**config.mk**
```make
export PLATFORM = sky130hd
export DESIGN_NAME = ordered_key_value_table_top
export DESIGN_NICKNAME = d
export VERILOG_FILES = /design/src/rtl/okvt_pkg.sv /design/src/rtl/okvt_ctrl.sv /design/src/rtl/okvt_dp.sv /design/src/rtl/ordered_key_value_table_top.sv
export VERILOG_INCLUDE_DIRS = /design/src /design/src/rtl
export SDC_FILE = /design/constraint.sdc
export NUM_CORES = 2
export LEC_CHECK = 0
export ABC_CLOCK_PERIOD_IN_PS = 6050
export BUFFER_PORTS_ARGS = -buffer_cell sky130_fd_sc_hd__buf_2
export CAP_MARGIN = 20
export CORE_UTILIZATION = 24
export CTS_BUF_LIST = sky130_fd_sc_hd__clkbuf_8 sky130_fd_sc_hd__clkbuf_16
export DETAILED_ROUTE_END_ITERATION = 10
export GPL_TIMING_DRIVEN = 0
export MAX_ROUTING_LAYER = met4
export PLACE_DENSITY = 0.48
export SLEW_MARGIN = 25
export SYNTH_ARGS = -nofsm -noshare
export SYNTH_HDL_FRONTEND = slang
export SYNTH_SLANG_ARGS = --single-unit
```
**constraint.sdc**
```tcl
create_clock -name i_clk -period 6.05 [get_ports i_clk]
set_clock_uncertainty 0.05 [all_clocks]
set_input_delay 0.9075 -clock i_clk [delete_from_list [all_inputs] [get_ports i_clk]]
set_output_delay 0.9075 -clock i_clk [all_outputs]
set_load 0.005 [all_outputs]
```
**src/rtl/ordered_key_value_table_top_assert.svh**
```systemverilog
// Assertion macros used by the ordered key-value table datapath.
`ifndef ORDERED_KEY_VALUE_TABLE_TOP_ASSERT_SVH
`define ORDERED_KEY_VALUE_TABLE_TOP_ASSERT_SVH

// Same-cycle implication, checked outside reset.
`define OKVT_ASSERT_NOW(label, clk, rst_n, ante, cons) \
    label: assert property (@(posedge clk) disable iff (!rst_n) (ante) |-> (cons)) \
        else $error("okvt same-cycle check failed");

// Next-cycle implication, checked outside reset.
`define OKVT_ASSERT_NEXT(label, clk, rst_n, ante, cons) \
    label: assert property (@(posedge clk) disable iff (!rst_n) (ante) |=> (cons)) \
        else $error("okvt next-cycle check failed");

`endif

```
**src/rtl/okvt_pkg.sv**
```systemverilog
// Shared types and constants for the ordered key-value table.
package okvt_pkg;

    // Operation kinds.
    localparam logic [1:0] KIND_INSERT = 2'd0;
    localparam logic [1:0] KIND_DELETE = 2'd1;
    localparam logic [1:0] KIND_FIND   = 2'd2;
    localparam logic [1:0] KIND_UPDATE = 2'd3;

    localparam int KEY_W = 32;
    localparam int VAL_W = 32;

    // Commands from the controller to the datapath.
    typedef struct packed {
        logic load;   // capture the incoming request
        logic cmp;    // register the key compare vector
        logic exec;   // apply the operation and load the result register
    } t_cmd;

    // Status from the datapath to the controller.
    typedef struct packed {
        logic out_valid;  // result register holds an undelivered result
    } t_stat;

endpackage

```
**src/rtl/okvt_ctrl.sv**
```systemverilog
// Controller state machine for the ordered key-value table.
module okvt_ctrl (
    input  logic            i_clk,
    input  logic            i_rst_n,
    input  logic            i_s_tvalid,
    output logic            o_s_tready,
    input  logic            i_m_tready,
    input  okvt_pkg::t_stat i_stat,
    output okvt_pkg::t_cmd  o_cmd
);

    localparam logic [1:0] ST_IDLE = 2'd0;
    localparam logic [1:0] ST_CMP  = 2'd1;
    localparam logic [1:0] ST_EXEC = 2'd2;

    logic [1:0] r_state;
    logic [1:0] n_state;
    logic       w_out_free;
    logic       w_load;

    // The result register can take a new result this cycle.
    assign w_out_free = !i_stat.out_valid || i_m_tready;

    // A new request is taken when idle, or while the current one finishes.
    assign o_s_tready = (r_state == ST_IDLE) || ((r_state == ST_EXEC) && w_out_free);
    assign w_load     = i_s_tvalid && o_s_tready;

    assign o_cmd.load = w_load;
    assign o_cmd.cmp  = (r_state == ST_CMP);
    assign o_cmd.exec = (r_state == ST_EXEC) && w_out_free;

    // Next-state logic.
    always_comb begin
        n_state = r_state;
        case (r_state)
            ST_IDLE: begin
                if (w_load) n_state = ST_CMP;
            end
            ST_CMP: begin
                n_state = ST_EXEC;
            end
            ST_EXEC: begin
                if (w_out_free) n_state = w_load ? ST_CMP : ST_IDLE;
            end
            default: begin
                n_state = ST_IDLE;
            end
        endcase
    end

    // State register.
    always_ff @(posedge i_clk) begin
        if (!i_rst_n) begin
            r_state <= ST_IDLE;
        end else begin
            r_state <= n_state;
        end
    end

endmodule

```
**src/rtl/okvt_dp.sv**
```systemverilog
// Datapath for the ordered key-value table: entry cells, compare and result register.
`include "ordered_key_value_table_top_assert.svh"

module okvt_dp #(
    parameter int TABLE_ENTRIES = 16
) (
    input  logic                         i_clk,
    input  logic                         i_rst_n,
    input  okvt_pkg::t_cmd               i_cmd,
    output okvt_pkg::t_stat              o_stat,
    input  logic [1:0]                   i_kind,
    input  logic [okvt_pkg::KEY_W-1:0]   i_key,
    input  logic [okvt_pkg::VAL_W-1:0]   i_value,
    input  logic                         i_m_tready,
    output logic                         o_m_tvalid,
    output logic                         o_found,
    output logic [okvt_pkg::VAL_W-1:0]   o_read_value,
    output logic                         o_table_full
);

    localparam int CW = $clog2(TABLE_ENTRIES + 1);

    // Entry cells, position 0 is the newest entry.
    logic [okvt_pkg::KEY_W-1:0] r_keys [TABLE_ENTRIES];
    logic [okvt_pkg::VAL_W-1:0] r_vals [TABLE_ENTRIES];
    logic [CW-1:0]              r_count;

    // Captured request.
    logic [1:0]                 r_kind;
    logic [okvt_pkg::KEY_W-1:0] r_key;
    logic [okvt_pkg::VAL_W-1:0] r_val;

    logic [TABLE_ENTRIES-1:0]   r_match;
    logic [TABLE_ENTRIES-1:0]   n_match;
    logic [TABLE_ENTRIES-1:0]   w_neg;
    logic [TABLE_ENTRIES-1:0]   w_first;
    logic [TABLE_ENTRIES-1:0]   w_ge;
    logic                       w_any;
    logic                       w_full;
    logic [okvt_pkg::VAL_W-1:0] w_hit_val;

    logic                       r_out_valid;
    logic                       r_found;
    logic [okvt_pkg::VAL_W-1:0] r_read_value;
    logic                       r_table_full;

    // Request capture.
    always_ff @(posedge i_clk) begin
        if (i_cmd.load) begin
            r_kind <= i_kind;
            r_key  <= i_key;
            r_val  <= i_value;
        end
    end

    // Compare every occupied entry against the key.
    always_comb begin
        for (int i = 0; i < TABLE_ENTRIES; i++) begin
            n_match[i] = (r_keys[i] == r_key) && (r_count > CW'(i));
        end
    end

    always_ff @(posedge i_clk) begin
        if (i_cmd.cmp) r_match <= n_match;
    end

    // Frontmost match and the positions at or behind it.
    assign w_neg   = ~r_match + TABLE_ENTRIES'(1);
    assign w_first = r_match & w_neg;
    assign w_ge    = r_match | w_neg;
    assign w_any   = |r_match;
    assign w_full  = (r_count == CW'(TABLE_ENTRIES));

    // Value of the frontmost match.
    always_comb begin
        w_hit_val = '0;
        for (int i = 0; i < TABLE_ENTRIES; i++) begin
            if (w_first[i]) w_hit_val = w_hit_val | r_vals[i];
        end
    end

    // Table update on execution.
    always_ff @(posedge i_clk) begin
        if (i_cmd.exec) begin
            case (r_kind)
                okvt_pkg::KIND_INSERT: begin
                    if (!w_full) begin
                        for (int i = TABLE_ENTRIES - 1; i > 0; i--) begin
                            r_keys[i] <= r_keys[i-1];
                            r_vals[i] <= r_vals[i-1];
                        end
                        r_keys[0] <= r_key;
                        r_vals[0] <= r_val;
                    end
                end
                okvt_pkg::KIND_DELETE: begin
                    for (int i = 0; i < TABLE_ENTRIES - 1; i++) begin
                        if (w_ge[i] && w_any) begin
                            r_keys[i] <= r_keys[i+1];
                            r_vals[i] <= r_vals[i+1];
                        end
                    end
                end
                okvt_pkg::KIND_UPDATE: begin
                    for (int i = 0; i < TABLE_ENTRIES; i++) begin
                        if (w_first[i]) r_vals[i] <= r_val;
                    end
                end
                default: begin
                end
            endcase
        end
    end

    // Occupancy count.
    always_ff @(posedge i_clk) begin
        if (!i_rst_n) begin
            r_count <= '0;
        end else if (i_cmd.exec) begin
            if ((r_kind == okvt_pkg::KIND_INSERT) && !w_full) begin
                r_count <= r_count + CW'(1);
            end else if ((r_kind == okvt_pkg::KIND_DELETE) && w_any) begin
                r_count <= r_count - CW'(1);
            end
        end
    end

    // Result register.
    always_ff @(posedge i_clk) begin
        if (!i_rst_n) begin
            r_out_valid <= 1'b0;
        end else if (i_cmd.exec) begin
            r_out_valid <= 1'b1;
        end else if (i_m_tready) begin
            r_out_valid <= 1'b0;
        end
    end

    always_ff @(posedge i_clk) begin
        if (i_cmd.exec) begin
            r_found      <= w_any && (r_kind != okvt_pkg::KIND_INSERT);
            r_read_value <= (r_kind == okvt_pkg::KIND_FIND) ? w_hit_val : '0;
            r_table_full <= (r_kind == okvt_pkg::KIND_INSERT) && w_full;
        end
    end

    assign o_stat.out_valid = r_out_valid;
    assign o_m_tvalid       = r_out_valid;
    assign o_found          = r_found;
    assign o_read_value     = r_read_value;
    assign o_table_full     = r_table_full;

    // A new result never overwrites one that is still waiting.
    `OKVT_ASSERT_NOW(a_no_overwrite, i_clk, i_rst_n, i_cmd.exec, !r_out_valid || i_m_tready)
    // The occupancy never exceeds the table size.
    `OKVT_ASSERT_NOW(a_count_range, i_clk, i_rst_n, 1'b1, r_count <= CW'(TABLE_ENTRIES))
    // A refused insert reports nothing else.
    `OKVT_ASSERT_NOW(a_full_alone, i_clk, i_rst_n, r_out_valid && r_table_full,
        !r_found && (r_read_value == '0))
    // Execution always leaves a result in the output register.
    `OKVT_ASSERT_NEXT(a_exec_result, i_clk, i_rst_n, i_cmd.exec, r_out_valid)

endmodule

```
**src/rtl/ordered_key_value_table_top.sv**
```systemverilog
// Top level of the ordered key-value table.
//
//  Channel   Dir  tdata                        tuser
//  s (req)   in   [31:0] key, [63:32] value    [1:0] kind
//  m (res)   out  [31:0] read_value            [0] found, [1] table_full
//
// Each request passes through two steps: registering the parallel key compare
// over all entries, then finding the frontmost match and applying the operation.
// A new request is accepted in the cycle the previous one executes, so back to
// back requests follow with no idle state between them while results are taken.
// A waiting result stalls execution until it is taken; no request is lost.
// Synchronous active-low reset empties the table; no clearing pass is needed.
module ordered_key_value_table_top #(
    parameter int TABLE_ENTRIES = 16
) (
    input  logic        i_clk,
    input  logic        i_rst_n,
    input  logic        i_s_tvalid,
    output logic        o_s_tready,
    input  logic [63:0] i_s_tdata,   // [31:0] key, [63:32] value
    input  logic [1:0]  i_s_tuser,   // [1:0] kind
    output logic        o_m_tvalid,
    input  logic        i_m_tready,
    output logic [31:0] o_m_tdata,   // [31:0] read_value
    output logic [1:0]  o_m_tuser    // [0] found, [1] table_full
);

    okvt_pkg::t_cmd  w_cmd;
    okvt_pkg::t_stat w_stat;
    logic            w_found;
    logic            w_table_full;

    // Sequencing of each request.
    okvt_ctrl u_ctrl (
        .i_clk      (i_clk),
        .i_rst_n    (i_rst_n),
        .i_s_tvalid (i_s_tvalid),
        .o_s_tready (o_s_tready),
        .i_m_tready (i_m_tready),
        .i_stat     (w_stat),
        .o_cmd      (w_cmd)
    );

    // Entry storage, compare and result register.
    okvt_dp #(
        .TABLE_ENTRIES (TABLE_ENTRIES)
    ) u_dp (
        .i_clk        (i_clk),
        .i_rst_n      (i_rst_n),
        .i_cmd        (w_cmd),
        .o_stat       (w_stat),
        .i_kind       (i_s_tuser),
        .i_key        (i_s_tdata[31:0]),
        .i_value      (i_s_tdata[63:32]),
        .i_m_tready   (i_m_tready),
        .o_m_tvalid   (o_m_tvalid),
        .o_found      (w_found),
        .o_read_value (o_m_tdata),
        .o_table_full (w_table_full)
    );

    assign o_m_tuser = {w_table_full, w_found};

endmodule
```
Word-level counts from Yosys, hierarchy flattened --
Memory sizes are Yosys's and may differ from the RTL's. Index checks and enable logic that the tools add are counted.
Word-level totals: logic and storage cells 366, memories kept 2, register bits after elaboration 124, bits of input ports 70, RAM bits 1024, output and inout bits 36
Operators by class: equality and inequality tests 24, add/subtract/negate cells 3, mux-type cells 198, reductions and logical operators 49, bitwise operators 64, magnitude comparators 16
Memory list:
- u_dp.r_keys | depth 16, width 32, read ports 16, clocked after memory_dff 0, write ports 16, RTL line okvt_dp.sv:24 | logic [okvt_pkg::KEY_W-1:0] r_keys [TABLE_ENTRIES];
- u_dp.r_vals | depth 16, width 32, read ports 16, clocked after memory_dff 0, write ports 16, RTL line okvt_dp.sv:25 | logic [okvt_pkg::VAL_W-1:0] r_vals [TABLE_ENTRIES];
Operators with widths (number):
- two-way mux 32 bit | 62
- == test 32 bit | 16
- bitwise OR 32 bit | 15
- two-way mux 1 bit | 131
- bitwise OR 1 bit | 46
- > comparator 5 x 4 -> 1 bit, second input constant | 8
- logical AND 1 bit | 37
- > comparator 5 x 3 -> 1 bit, second input constant | 4
- adder 16 x 1 -> 16 bit, second input constant | 1
- bitwise AND 16 bit | 1
- inverter 16 bit | 1
- OR reduction 16 bit | 1
- bitwise OR 15 bit | 1
- > comparator 5 x 1 -> 1 bit, second input constant | 2
- > comparator 5 x 2 -> 1 bit, second input constant | 2
- two-way mux 5 bit | 2
- == test 2 bit, second input constant | 3
- case mux 2 bit (3 select lines) | 1
- nonzero test 2 bit | 3
- adder 5 x 1 -> 5 bit, second input constant | 1
- == test 5 bit, second input constant | 1
- subtractor 5 x 1 -> 5 bit, second input constant | 1
- == test 2 x 1 -> 1 bit, second input constant | 2
- logical NOT 2 bit | 2
- 5 further kinds | 10

Longest topological paths before layout --
depth in word-level cells 34, gate-level depth with buffers 10, depth with buffers taken out 7

Modules after synthesis --
Synthesis repeated with hierarchy kept, for this count alone.
Unflattened totals: cell total of the unflattened synthesis 4971, area total of the unflattened synthesis 59714.8 µm²
Modules (own cells, without submodules):
- okvt_dp | area an instance 59570.9 µm², sequential area each 34352.9 µm², cells each 4956, instances 1
- okvt_ctrl | area an instance 128.9 µm², sequential area each 40.0 µm², cells each 13, instances 1
- ordered_key_value_table_top | area an instance 15.0 µm², sequential area each 0.0 µm², cells each 2, instances 1

Worst setup path after synthesis --
OpenSTA, ideal clock, no wires.
path type input -> register, from in i_m_tready, to mem u_dp.r_vals[0][32] in the netlist's numbering, enable pin, arrival 4.763 ns, path buffers 2, setup time 0.375 ns, stages 6, setup slack 0.863 ns, data required time 5.625 ns, cell sequence nand2b_1 -> nand3_1 -> clkbuf_1 -> clkbuf_1 -> o21ai_0 -> or2_2
RTL lines:
- from (decl) | RTL line ordered_key_value_table_top.sv:23 | input logic i_m_tready,
- to (decl) | RTL line okvt_dp.sv:25

==> impl_metrics.py <==
metrics = {
    "status": {
        "status": "finished, final reports clean",
    },
    "clocking": {
        "cts_buffers": 137,
        "ctsHoldBuffers": 0,
        "clk_latency_ns": 0.84,
        "post-cts-setup-buffer-count": 0,
        "clk_pin_slew_ns": 0.06,
        "cts_tree": "built",
        "clockBufferDepth": 3,
        "cts_root_buffer": "clkbuf_16",
        "cts.htree.levels": 4,
        "cts-resized-gates": 0,
        "cts_sinks": 1148,
    },
    "sta": {
        "clock.fmax_ghz": 0.189,
        "hold_ws_ns": 0.196,
        "fin_setup_tns_ns": 0,
        "tightest_slew_ns": 1.23,
        "rsz0062_at_grt": "no",
        "finalCritPeriodShare_pct": 87.4,
        "period_needed_ns": 5.29,
        "finalMaxSlewViolations": 0,
        "slew_headroom_pct": 17.9,
        "report.final.setup_viol": 0,
        "timing.final.hold_violations": 0,
    },
    "worst_hold_path": {
        "min_path_type": "in2reg",
        "whs_path_depth": 1,
        "min_to": "u_dp.r_kind[1]",
        "worstHoldStart": "i_s_tuser[1]",
    },
    "yosys": {
        "ys_async_sr_fraction_pct": 0,
        "synth_most_common_cell": "edfxtp_1",
        "netlist_instances": 4939,
        "ys_seq_elements": 1148,
        "ys_seq_area_share_pct": 57.9,
        "synth.net_count": 5014,
        "synth-edff-count": 1140,
        "ys_types": 70,
        "synth_ff_type": "edfxtp_1",
        "synth_top_area_share_pct": 57.6,
        "yosys_warnings": 0,
        "synth_area_sq_um": 59400,
        "yosys.area.top_type": "edfxtp_1",
        "syn_avg_cell_area_sq_um": 12.0,
        "yosys-top-cells-count": "1140 x edfxtp_1, 488 x nand2_1, 382 x xor2_1",
        "synthTopCellsByArea": "edfxtp_1 58%, xor2_1 5.6%, mux2_2 4.9%",
    },
    "setup_path": {
        "path_depth": 10,
        "crit-reg2reg-launch": "u_dp.r_match[9]",
        "crit_required_ns": 6.55,
        "path_cells": "clkbuf_1 > or4_1 > clkbuf_1 > nor4_4 > buf_4 > nand3_1 > clkbuf_2 > clkbuf_1 > nand3_4 > buf_12",
        "cp-startpoint": "u_dp.r_match[9]",
        "rr_worst_depth": 10,
        "rr_endpoint": "u_dp.r_vals[1][174]",
        "endpoint_kind": "flop",
        "crit_fanout": 17,
        "cpLargestDelayFamily": "buffers and inverters",
        "critical_path_class": "reg2reg",
        "crit_top_cell": "clkbuf_1",
        "crit_buf_inv": 6,
        "max_stage_delay_ns": 0.79,
        "cp.arrival_ns": 5.79,
        "rrSetupSlack_ns": 0.76,
        "cp_slowest_cell": "clkbuf_1",
        "worstSetupStartpointType": "flop",
    },
    "routing": {
        "ant_nets": 0,
        "wl_met2_microns": 125000,
        "route.detailed.wl_per_inst_microns": 33.5,
        "highest_layer": "met4",
        "routed_wl_microns": 287000,
        "dr.pass1.iters": 10,
        "wl_met3_microns": 28500,
        "vias": 47100,
        "wl_met1_microns": 117000,
        "via_per_inst": 5.51,
        "drc": 0,
        "initialDrtViolationCount": 7284,
    },
    "flow_run": {
        "drv_cap": 0,
    },
    "placed_design": {
        "dp_hpwl_microns": 212000,
        "gp_congestion": 1.03,
        "io_buffers": 105,
    },
    "power_and_ir_drop": {
        "ir_worst_vdd_mv": 0.302,
        "clockPowerShare_pct": 44.2,
        "seqPwrFrac_pct": 48.9,
        "p_int_mw": 13.8,
        "p_leak_nw": 23.7,
        "comb_power_share_pct": 6.9,
        "power.switching_mw": 4.75,
        "switching_share_pct": 25.6,
        "power_density_nw_per_um2": 268,
    },
    "global_routing": {
        "track_usage_pct": 23.0,
        "antenna_found_initial": 19,
        "grt_max_degree": 42,
        "overflow": 0,
        "grt_first_pass_wirelength_microns": 386000,
        "grt_pass1_vias": 45200,
    },
    "finish": {
        "final_nets": 5289,
        "final_layout_size_suffix_gt1_share_pct": 14.0,
        "area_growth_pct": 16.5,
    },
    "floorplanning": {
        "rows": 182,
        "die_w_microns": 500,
        "initial_core_util_pct": 24.2,
        "die-height_microns": 500,
        "fp.dieArea_sq_um": 250000,
        "core_area_sq_um": 246000,
        "boundaryPins": 106,
    },
}
registers in the layout, summed over array words and instances, names as in the netlist, 2 cells and up:
register / cells
u_dp.r_key: 32
u_dp.r_count: 5
u_dp.r_val: 32
u_dp.r_match: 16
u_ctrl.r_state: 2
u_dp.r_keys: 512
u_dp.o_read_value: 32
u_dp.r_kind: 2
u_dp.r_vals: 512
layer usage:
layer / up-vias / global-route usage, %
li1: 19400 / -
met1: 23800 / 29.3
met2: 3196 / 33.8
met3: 673 / 5.30
met4: 0 / 12.1
met5: - / -
final cells by class:
| class | count | area [sq um] |
|---|---|---|
| tap | 3220 | 4030 |
| clock inverter | 102 | 791 |
| inverter | 84 | 315 |
| clock buffer | 139 | 3480 |
| buffer | 434 | 1830 |
| timing repair buffer | 136 | 1130 |
| sequential | 1148 | 34400 |
| fill | 25500 | 177000 |
| multi-input combinational | 3273 | 23200 |
| antenna | 14 | 35.0 |
power groups by stage:
stage	Clock (mW)	Sequential (mW)	Combinational, mW
after floorplan	0	9.13	0.654
after detailed placement	0	9.21	1.25
after global placement	0	9.23	1.21
final	8.19	9.06	1.28
after global routing	8.52	9.06	1.31
after CTS	8.26	9.05	1.25
cells in the final DEF, fill, tap and decap left out, drive strengths merged, types with 160 or more instances in the layout:
master  instances
a21oi         160
a22o          297
buf           201
clkbuf        508
edfxtp       1140
mux2          256
mux2i         187
nand2         489
nor2          249
o21ai         225
xor2          382
logic make-up after synthesis:
| logic type | after synthesis | share of synthesized area [%] |
|---|---|---|
| buffers and inverters | 518 | 3.46 |
| AO/OA/AOI/OAI | 1207 | 14.4 |
| XOR/XNOR | 511 | 7.53 |
| flip-flops | 1148 | 57.9 |
| adder cells (fa/ha/maj) | 5 | 0.105 |
| multiplexers | 443 | 8.00 |
| AND/OR/NAND/NOR | 1107 | 8.59 |
how the worst max path moves through the flow:
stage	to	slack, ns
2_1_floorplan	u_dp.r_vals[0][32]	0.86
3_3_place_gp	u_dp.r_vals[0][53]	-3.30
3_5_place_dp	u_dp.r_keys[0][372]	0.87
4_1_cts	u_dp.r_keys[0][368]	0.82
5_1_grt	u_dp.r_vals[1][174]	0.89
6_report	u_dp.r_vals[1][174]	0.76
through the flow:
stage                     util [%]  power (mW)  cells  area [sq um]  worst slack (ns)
final                         28.1        18.5   8550         69200             0.762
after global routing          28.1        18.9   8545         69200             0.895
after CTS                     28.1        18.6   8535         69200             0.824
after detailed placement      26.4        10.5   8294         64900             0.874
after global placement        26.0        10.4   8264         64000             -3.30
after floorplan                  -        9.79   4939         59400             0.863
worst register-to-register path, cell delays in order (launching register included):
cell and delay, ns:
edfxtp_1 0.33, clkbuf_1 0.79, or4_1 0.22, clkbuf_1 0.67, nor4_4 0.12, buf_4 0.29, nand3_1 0.24, clkbuf_2 0.56
clkbuf_1 0.79, nand3_4 0.56, buf_12 0.36
No activity file was read; power rests on OpenSTA's default activity.
